==> config.mk <==
export PLATFORM = sky130hd
export DESIGN_NAME = tx_descriptor_ring
export DESIGN_NICKNAME = d
export VERILOG_FILES = /design/src/rtl/core/txdr_pkg.sv /design/src/rtl/core/tx_descriptor_ring.sv /design/src/rtl/core/txdr_regs.sv /design/src/rtl/core/txdr_ctrl.sv /design/src/rtl/core/txdr_datapath.sv
export VERILOG_INCLUDE_DIRS = /design/src /design/src/rtl/core
export SDC_FILE = /design/constraint.sdc
export NUM_CORES = 1
export LEC_CHECK = 0
export BUFFER_PORTS_ARGS = -buffer_cell sky130_fd_sc_hd__buf_2
export CAP_MARGIN = 30
export CORE_MARGIN = 3
export CORE_UTILIZATION = 52
export CTS_CLUSTER_SIZE = 25
export DETAILED_ROUTE_END_ITERATION = 6
export GPL_ROUTABILITY_DRIVEN = 0
export PLACE_DENSITY = 0.8
export SYNTH_ARGS = -nofsm -noshare
export SYNTH_HDL_FRONTEND = slang
export SYNTH_SLANG_ARGS = --single-unit
export TNS_END_PERCENT = 5
==> constraint.sdc <==
create_clock -name clk -period 3.9 [get_ports clk]
set_clock_uncertainty 0.15 [all_clocks]
set_input_delay 0.78 -clock clk [delete_from_list [all_inputs] [get_ports clk]]
set_output_delay 0.78 -clock clk [all_outputs]
set_load 0.02 [all_outputs]
==> src/rtl/core/tx_descriptor_ring_macros.svh <==
// Assertion macros for the transmit descriptor ring
`ifndef TX_DESCRIPTOR_RING_MACROS_SVH
`define TX_DESCRIPTOR_RING_MACROS_SVH

// Same-cycle implication, disabled in reset
`define TXDR_ASSERT_IMPL(label, clk, rst_n, ante, cons) \
    label: assert property (@(posedge clk) disable iff (!rst_n) (ante) |-> (cons)) \
        else $error("tx_descriptor_ring: assertion failed");

// Next-cycle implication, disabled in reset
`define TXDR_ASSERT_NEXT(label, clk, rst_n, ante, cons) \
    label: assert property (@(posedge clk) disable iff (!rst_n) (ante) |=> (cons)) \
        else $error("tx_descriptor_ring: assertion failed");

`endif

==> src/rtl/core/txdr_pkg.sv <==
// Shared types and constants for the transmit descriptor ring
`timescale 1ns / 1ps

package txdr_pkg;

    localparam int RING_DEPTH_DEFAULT = 8;

    localparam logic [15:0] MAX_LEN_RESET = 16'd1500;

    localparam int APB_ADDR_W = 3;
    localparam int APB_DATA_W = 32;
    localparam logic REG_MAX_LEN = 1'b0;

    localparam int ACTION_W = 2;
    localparam int LEN_W    = 16;
    localparam int ADDR_W   = 32;
    localparam int DONE_W   = 3;
    localparam int CODE_W   = 2;
    localparam int SLOT_W   = 3;
    localparam int COUNT_W  = 4;

    localparam int IN_LEN_LSB  = 0;
    localparam int IN_ADDR_LSB = IN_LEN_LSB + LEN_W;
    localparam int IN_DONE_LSB = IN_ADDR_LSB + ADDR_W;
    localparam int IN_TDATA_W  = 56;

    localparam int OUT_CODE_LSB  = 0;
    localparam int OUT_SLOT_LSB  = OUT_CODE_LSB + CODE_W;
    localparam int OUT_PLEN_LSB  = OUT_SLOT_LSB + SLOT_W;
    localparam int OUT_PADDR_LSB = OUT_PLEN_LSB + LEN_W;
    localparam int OUT_WRAP_LSB  = OUT_PADDR_LSB + ADDR_W;
    localparam int OUT_RCL_LSB   = OUT_WRAP_LSB + 1;
    localparam int OUT_FREE_LSB  = OUT_RCL_LSB + COUNT_W;
    localparam int OUT_USED_W    = OUT_FREE_LSB + COUNT_W;
    localparam int OUT_TDATA_W   = 64;

    localparam logic [ACTION_W-1:0] ACT_SEND  = 2'd0;
    localparam logic [ACTION_W-1:0] ACT_DONE  = 2'd1;
    localparam logic [ACTION_W-1:0] ACT_RESET = 2'd2;

    localparam logic [CODE_W-1:0] RES_OK      = 2'd0;
    localparam logic [CODE_W-1:0] RES_BAD_LEN = 2'd1;
    localparam logic [CODE_W-1:0] RES_FULL    = 2'd2;

    typedef struct packed {
        logic load;
        logic walk_step;
        logic commit;
    } txdr_cmd_t;

    typedef struct packed {
        logic in_send;
        logic walk_done;
        logic out_free;
    } txdr_sts_t;

endpackage

==> src/rtl/core/tx_descriptor_ring.sv <==
// Transmit descriptor ring manager, top level
// Requests enter on the s_axis channel: tuser carries the action (send, done,
// ring reset), tdata the frame length, buffer address and done slot. Each
// request gives exactly one result on the m_axis channel, held in an output
// register until the transaction completes. The APB port holds the maximum
// frame length (offset 0x0, reset 1500); the user must write it only while
// idle, as the block itself does not enforce this. A send walks the reclaim
// pointer one slot per cycle until it meets a slot still marked ready or the
// ring is all free, then decides and either posts the frame or rejects it.
// The result is registered in the commit cycle and appears in the cycle after.
// The reclaim walk sets the send rate: one ring slot per cycle.
// A new request is taken while an earlier result still waits; a stalled
// receiver holds the block in its commit state until the register frees.
// Reset empties the ring: marks cleared, pointers zero, all slots free.
`timescale 1ns / 1ps
`include "tx_descriptor_ring_macros.svh"

module tx_descriptor_ring
    import txdr_pkg::*;
#(
    parameter int RING_DEPTH = RING_DEPTH_DEFAULT
)
(
    input  logic                   clk,
    input  logic                   rst_n,
    // s_axis_tdata: length[15:0], buffer_address[47:16],
    // done_index[50:48], zero pad[55:51]
    input  logic                   s_axis_tvalid,
    output logic                   s_axis_tready,
    input  logic [IN_TDATA_W-1:0]  s_axis_tdata,
    // s_axis_tuser: action[1:0]
    input  logic [ACTION_W-1:0]    s_axis_tuser,
    // m_axis_tdata: result_code[1:0], slot_index[4:2], posted_length[20:5],
    // posted_address[52:21], wrap_mark[53], reclaimed_count[57:54],
    // free_count[61:58], zero pad[63:62]
    output logic                   m_axis_tvalid,
    input  logic                   m_axis_tready,
    output logic [OUT_TDATA_W-1:0] m_axis_tdata,
    input  logic                   psel,
    input  logic                   penable,
    input  logic                   pwrite,
    input  logic [APB_ADDR_W-1:0]  paddr,
    input  logic [APB_DATA_W-1:0]  pwdata,
    output logic [APB_DATA_W-1:0]  prdata,
    output logic                   pready
);

    logic [LEN_W-1:0] max_len;
    txdr_cmd_t        cmd;
    txdr_sts_t        sts;

    txdr_regs u_regs (
        .clk     (clk),
        .rst_n   (rst_n),
        .psel    (psel),
        .penable (penable),
        .pwrite  (pwrite),
        .paddr   (paddr),
        .pwdata  (pwdata),
        .prdata  (prdata),
        .pready  (pready),
        .max_len (max_len)
    );

    txdr_ctrl u_ctrl (
        .clk      (clk),
        .rst_n    (rst_n),
        .in_valid (s_axis_tvalid),
        .in_ready (s_axis_tready),
        .sts      (sts),
        .cmd      (cmd)
    );

    txdr_datapath #(
        .RING_DEPTH (RING_DEPTH)
    ) u_datapath (
        .clk       (clk),
        .rst_n     (rst_n),
        .in_data   (s_axis_tdata),
        .in_action (s_axis_tuser),
        .max_len   (max_len),
        .cmd       (cmd),
        .sts       (sts),
        .out_valid (m_axis_tvalid),
        .out_ready (m_axis_tready),
        .out_data  (m_axis_tdata)
    );

    `TXDR_ASSERT_NEXT(a_busy_after_accept, clk, rst_n,
        s_axis_tvalid && s_axis_tready, !s_axis_tready)
    `TXDR_ASSERT_IMPL(a_posted_is_ok, clk, rst_n,
        m_axis_tvalid && (m_axis_tdata[OUT_PLEN_LSB +: LEN_W] != '0),
        m_axis_tdata[OUT_CODE_LSB +: CODE_W] == RES_OK)
    `TXDR_ASSERT_IMPL(a_wrap_only_when_posted, clk, rst_n,
        m_axis_tvalid && m_axis_tdata[OUT_WRAP_LSB],
        m_axis_tdata[OUT_PLEN_LSB +: LEN_W] != '0)

endmodule

==> src/rtl/core/txdr_regs.sv <==
// Configuration register block holding the maximum frame length
`timescale 1ns / 1ps

module txdr_regs
    import txdr_pkg::*;
(
    input  logic                  clk,
    input  logic                  rst_n,
    input  logic                  psel,
    input  logic                  penable,
    input  logic                  pwrite,
    input  logic [APB_ADDR_W-1:0] paddr,
    input  logic [APB_DATA_W-1:0] pwdata,
    output logic [APB_DATA_W-1:0] prdata,
    output logic                  pready,
    output logic [LEN_W-1:0]      max_len
);

    logic [LEN_W-1:0] max_len_reg;
    logic [LEN_W-1:0] max_len_next;
    logic             wr_en;

    assign pready = 1'b1;
    assign wr_en  = psel && penable && pwrite && (paddr[2] == REG_MAX_LEN);

    always_comb
    begin
        max_len_next = max_len_reg;
        if (wr_en)
        begin
            max_len_next = pwdata[LEN_W-1:0];
        end
    end

    always_ff @(posedge clk or negedge rst_n)
    begin
        if (!rst_n)
        begin
            max_len_reg <= MAX_LEN_RESET;
        end
        else
        begin
            max_len_reg <= max_len_next;
        end
    end

    assign prdata  = (paddr[2] == REG_MAX_LEN) ?
                     {{(APB_DATA_W-LEN_W){1'b0}}, max_len_reg} : '0;
    assign max_len = max_len_reg;

endmodule

==> src/rtl/core/txdr_ctrl.sv <==
// Controller state machine sequencing accept, reclaim walk and commit
`timescale 1ns / 1ps

module txdr_ctrl
    import txdr_pkg::*;
(
    input  logic       clk,
    input  logic       rst_n,
    input  logic       in_valid,
    output logic       in_ready,
    input  txdr_sts_t  sts,
    output txdr_cmd_t  cmd
);

    typedef enum logic [2:0] {
        ST_IDLE   = 3'b001,
        ST_WALK   = 3'b010,
        ST_FINISH = 3'b100
    } state_t;

    state_t state_reg;
    state_t state_next;

    always_comb
    begin
        state_next    = state_reg;
        in_ready      = 1'b0;
        cmd.load      = 1'b0;
        cmd.walk_step = 1'b0;
        cmd.commit    = 1'b0;
        unique case (state_reg)
            ST_IDLE:
            begin
                in_ready = 1'b1;
                if (in_valid)
                begin
                    cmd.load   = 1'b1;
                    state_next = sts.in_send ? ST_WALK : ST_FINISH;
                end
            end
            ST_WALK:
            begin
                if (sts.walk_done)
                begin
                    state_next = ST_FINISH;
                end
                else
                begin
                    cmd.walk_step = 1'b1;
                end
            end
            ST_FINISH:
            begin
                if (sts.out_free)
                begin
                    cmd.commit = 1'b1;
                    state_next = ST_IDLE;
                end
            end
            default:
            begin
                state_next = ST_IDLE;
            end
        endcase
    end

    always_ff @(posedge clk or negedge rst_n)
    begin
        if (!rst_n)
        begin
            state_reg <= ST_IDLE;
        end
        else
        begin
            state_reg <= state_next;
        end
    end

endmodule

==> src/rtl/core/txdr_datapath.sv <==
// Datapath: ring marks, pointers, free count and the result register
`timescale 1ns / 1ps

module txdr_datapath
    import txdr_pkg::*;
#(
    parameter int RING_DEPTH = RING_DEPTH_DEFAULT
)
(
    input  logic                   clk,
    input  logic                   rst_n,
    input  logic [IN_TDATA_W-1:0]  in_data,
    input  logic [ACTION_W-1:0]    in_action,
    input  logic [LEN_W-1:0]       max_len,
    input  txdr_cmd_t              cmd,
    output txdr_sts_t              sts,
    output logic                   out_valid,
    input  logic                   out_ready,
    output logic [OUT_TDATA_W-1:0] out_data
);

    localparam int PW = $clog2(RING_DEPTH);
    localparam int CW = $clog2(RING_DEPTH + 1);
    localparam logic [PW-1:0] LAST_SLOT = PW'(RING_DEPTH - 1);
    localparam logic [CW-1:0] FULL_FREE = CW'(RING_DEPTH);

    function automatic logic [PW-1:0] next_ptr(input logic [PW-1:0] p);
        return (p == LAST_SLOT) ? '0 : p + 1'b1;
    endfunction

    logic [ACTION_W-1:0]    action_reg, action_next;
    logic [LEN_W-1:0]       len_reg, len_next;
    logic [ADDR_W-1:0]      addr_reg, addr_next;
    logic [DONE_W-1:0]      done_reg, done_next;
    logic [RING_DEPTH-1:0]  ready_reg, ready_next;
    logic [PW-1:0]          fill_reg, fill_next;
    logic [PW-1:0]          rclm_reg, rclm_next;
    logic [CW-1:0]          free_reg, free_next;
    logic [CW-1:0]          rc_reg, rc_next;
    logic                   out_valid_reg, out_valid_next;
    logic [OUT_TDATA_W-1:0] out_data_reg, out_data_next;

    logic [CODE_W-1:0]      res_code;
    logic [PW-1:0]          res_slot;
    logic                   posted;
    logic                   len_bad;

    assign len_bad = (len_reg == '0) || (len_reg > max_len);

    assign sts.in_send   = (in_action == ACT_SEND);
    assign sts.walk_done = (free_reg == FULL_FREE) || ready_reg[rclm_reg];
    assign sts.out_free  = !out_valid_reg || out_ready;

    always_comb
    begin
        action_next    = action_reg;
        len_next       = len_reg;
        addr_next      = addr_reg;
        done_next      = done_reg;
        ready_next     = ready_reg;
        fill_next      = fill_reg;
        rclm_next      = rclm_reg;
        free_next      = free_reg;
        rc_next        = rc_reg;
        out_data_next  = out_data_reg;
        out_valid_next = out_valid_reg;
        res_code       = RES_OK;
        res_slot       = fill_reg;
        posted         = 1'b0;

        if (out_ready)
        begin
            out_valid_next = 1'b0;
        end

        if (cmd.load)
        begin
            action_next = in_action;
            len_next    = in_data[IN_LEN_LSB +: LEN_W];
            addr_next   = in_data[IN_ADDR_LSB +: ADDR_W];
            done_next   = in_data[IN_DONE_LSB +: DONE_W];
            rc_next     = '0;
        end

        if (cmd.walk_step)
        begin
            free_next = free_reg + 1'b1;
            rc_next   = rc_reg + 1'b1;
            rclm_next = next_ptr(rclm_reg);
        end

        if (cmd.commit)
        begin
            unique case (action_reg)
                ACT_SEND:
                begin
                    if (len_bad)
                    begin
                        res_code = RES_BAD_LEN;
                    end
                    else if (free_reg == '0)
                    begin
                        res_code = RES_FULL;
                    end
                    else
                    begin
                        posted               = 1'b1;
                        ready_next[fill_reg] = 1'b1;
                        fill_next            = next_ptr(fill_reg);
                        free_next            = free_reg - 1'b1;
                    end
                end
                ACT_DONE:
                begin
                    for (int i = 0; i < RING_DEPTH; i++)
                    begin
                        if (int'(done_reg) == i)
                        begin
                            ready_next[i] = 1'b0;
                        end
                    end
                end
                ACT_RESET:
                begin
                    ready_next = '0;
                    fill_next  = '0;
                    rclm_next  = '0;
                    free_next  = FULL_FREE;
                end
                default:
                begin
                    res_code = RES_OK;
                end
            endcase

            res_slot = posted ? fill_reg : fill_next;

            out_data_next = '0;
            out_data_next[OUT_CODE_LSB +: CODE_W]  = res_code;
            out_data_next[OUT_SLOT_LSB +: SLOT_W]  = SLOT_W'(res_slot);
            out_data_next[OUT_PLEN_LSB +: LEN_W]   = posted ? len_reg : '0;
            out_data_next[OUT_PADDR_LSB +: ADDR_W] = posted ? addr_reg : '0;
            out_data_next[OUT_WRAP_LSB]            = posted && (fill_reg == LAST_SLOT);
            out_data_next[OUT_RCL_LSB +: COUNT_W]  = COUNT_W'(rc_reg);
            out_data_next[OUT_FREE_LSB +: COUNT_W] = COUNT_W'(free_next);
            out_valid_next = 1'b1;
        end
    end

    always_ff @(posedge clk or negedge rst_n)
    begin
        if (!rst_n)
        begin
            ready_reg     <= '0;
            fill_reg      <= '0;
            rclm_reg      <= '0;
            free_reg      <= FULL_FREE;
            rc_reg        <= '0;
            out_valid_reg <= 1'b0;
        end
        else
        begin
            ready_reg     <= ready_next;
            fill_reg      <= fill_next;
            rclm_reg      <= rclm_next;
            free_reg      <= free_next;
            rc_reg        <= rc_next;
            out_valid_reg <= out_valid_next;
        end
    end

    always_ff @(posedge clk)
    begin
        action_reg   <= action_next;
        len_reg      <= len_next;
        addr_reg     <= addr_next;
        done_reg     <= done_next;
        out_data_reg <= out_data_next;
    end

    assign out_valid = out_valid_reg;
    assign out_data  = out_data_reg;

endmodule

==> flow_summary.toml <==
[run_status]
outcome = "complete, no violations"

[place]
io_buffers = 156
dpl.cell_count = 847
placed_cell_area_mm2 = 0.00784
place_hpwl_mm = 10.6

[global_routing]
grt_pass1_wl_mm = 22.9
grt_pass1_vias = 4695
grt.total_usage = 0.201
grt_max_degree = 43
grt_overflow = 0
antenna_found_initial = 0

[clock_network]
clk_pin_slew_worst_paths_ns = 0.06
cts-resized-gates = 0
clockBufferDepth = 2
cts_sinks = 157
cts_tree = "built"
cts_hold_buf = 0
clock_latency_ns = 0.43
cts-root-buf = "clkbuf_16"
post-cts-setup-buffers = 0
htree_levels = 4
cts_buffers = 17

[sta]
finalCritPeriodShare = 0.865
slew_headroom = 0.436
fmax_ghz = 0.297
whs_ns = 0.358
setup_viol = 0
layout_min_cycle_time_ns = 3.37
slew_violations = 0
rsz0062_at_grt = "false"
tns_ns = 0
finalHoldViolCount = 0
tightest_slew_ns = 0.841

[finish]
fin_cells = 881
largest_reg_flops = 62
drive_gt1_frac = 0.317
fin_area_mm2 = 0.00844
syn2layout_area_growth_pct = 21.9
final_util = 0.658
final_nets = 823
diodes = 0

[job]
drv_cap = 0

[detailed_routing]
via_count = 4618
first_pass_iters = 5
routedWlPerCell_um = 16.4
via_per_inst = 5.24
wl_mm = 14.5
ant_nets = 0
drc_errors = 0
first_iter_violations = 295

[logic_synthesis]
yosysSeqAreaShare = 0.652
synth.distinct_cells = 55
syn-cell-area_mm2 = 0.00692
synth-seq-cells = 157
syn_inst = 531
postSynth.asyncResetShare = 0.268
synth_area_per_cell_um2 = 13.0
synth_warnings = 0
synth_ff_type = "edfxtp_1"
synth_edf_count = 115

[floorplan]
ios = 199
num_rows = 41
die_x_um = 121
die_h_um = 121
coreArea_mm2 = 0.0128
die_area_mm2 = 0.0147
start_util = 0.540

[pwr]
powerDensity_mw_per_mm2 = 575
vdd_ir_drop_max_v = 0.000350
leakagePower_nw = 3.67

[hold_path]
hold_path_class = "reg -> reg"

[critical_path]
critPathRequiredTime_ns = 4.09
crit_path_end_kind = "register"
arrival_ns = 3.56
cp_max_fo = 18
start_kind = "register"
worstSetupPathType = "reg -> reg"
[where the power goes]
group | total, mW | internal, mW | switching (mW)
sequential | 2.25 | 2.10 | 0.152
combinational | 1.00 | 0.390 | 0.610
clock | 1.60 | 0.940 | 0.657
[synth_stat cells (all sizes together) (5+ instances only)]
| cell type | instances | share of area |
|---|---|---|
| a22oi | 5 | 0.0061 |
| nor2 | 36 | 0.020 |
| dfstp | 9 | 0.034 |
| nor2b | 7 | 0.0063 |
| nand2 | 32 | 0.017 |
| inv | 37 | 0.020 |
| mux2 | 17 | 0.028 |
| clkbuf | 11 | 0.0060 |
| edfxtp | 115 | 0.50 |
| buf | 23 | 0.024 |
| o21ai | 19 | 0.014 |
| and2 | 54 | 0.049 |
| a211oi | 5 | 0.0054 |
| nor3 | 6 | 0.0043 |
| nor4 | 6 | 0.0054 |
| nand4 | 6 | 0.0054 |
| a21oi | 19 | 0.014 |
| dfrtp | 33 | 0.12 |
| nand3 | 7 | 0.0051 |
| ha | 27 | 0.049 |
[cell type report]
type | instances | area (µm²)
inverters | 37 | 139
clock inverters | 14 | 141
fillers | 937 | 4390
repair buffers | 163 | 861
flip-flops and latches | 157 | 4520
well taps | 172 | 215
clock buffers | 18 | 429
multi-input cells | 320 | 2140
[cell families after synthesis]
logic type,after synthesis,share of synthesized area
DFF,157,0.652
AOI/OAI and AO/OA,75,0.0723
xor gates and xnor gates,3,0.00380
buffers and inverters,71,0.0499
and+or+nand+nor,174,0.135
other,2,0.00108
muxes,22,0.0372
adders and majority gates,27,0.0488
[critical path, stage by stage, from the launching register on]
cell and delay (ns):
edfxtp_1 0.42, ha_1 0.34, nand4_1 0.22, nor4_1 0.51, nand4_1 0.34, a211oi_4 0.66, buf_4 0.32, o2111ai_1 0.15
a22oi_1 0.19
[through the flow]
step                      power, mW  setup slack [ns]
after floorplan                2.95             0.848
after global placement         3.21             0.747
after detailed placement       3.28             0.617
after CTS                      4.87             0.585
after global routing           5.09             0.353
final                          4.85             0.527
[worst paths after layout]
check                      cells after the start  slack (ns)                                   to                        startpoint
min reg2reg                                    1        0.36       u_regs.max_len[12]$_DFFE_PN0P_    u_regs.max_len[12]$_DFFE_PN0P_
max reg2reg                                    8        0.53  u_datapath.ready_reg[2]$_DFFE_PN0P_  u_datapath.len_reg[15]$_DFFE_PP_
min in group asynchronous                      2        0.54       u_regs.max_len[12]$_DFFE_PN0P_                             rst_n
max                                            8        0.53  u_datapath.ready_reg[2]$_DFFE_PN0P_  u_datapath.len_reg[15]$_DFFE_PP_
max in group asynchronous                      3        2.59     u_datapath.free_reg[3]$_DFF_PN1_                             rst_n
min                                            1        0.36       u_regs.max_len[12]$_DFFE_PN0P_    u_regs.max_len[12]$_DFFE_PN0P_
[layer usage]
layer	global-route usage	wire, µm	vias up	share of wire
met5	0	0	-	0
met4	0.0882	377	0	0.026
met3	0.0629	876	34	0.061
met2	0.343	7660	163	0.53
met1	0.234	5550	2231	0.38
li1	-	-	2190	-
[cell usage in the layout, fill, tap and decap left out, drive strengths merged, types with 4 or more instances in the layout]
cell,count
nor3,6
a21oi,19
nor4,6
conb,19
a21o,4
clkbuf,18
nor3b,4
a211oi,5
edfxtp,115
o21ai,19
clkinv,8
nand2b,4
mux2i,4
nand3,7
a22oi,5
dfrtp,33
and2,54
mux2,17
nor2,36
dfstp,9
nor2b,7
ha,27
nand4,6
nand2,32
inv,40
buf,162
Power figures use the tool's default switching activity.
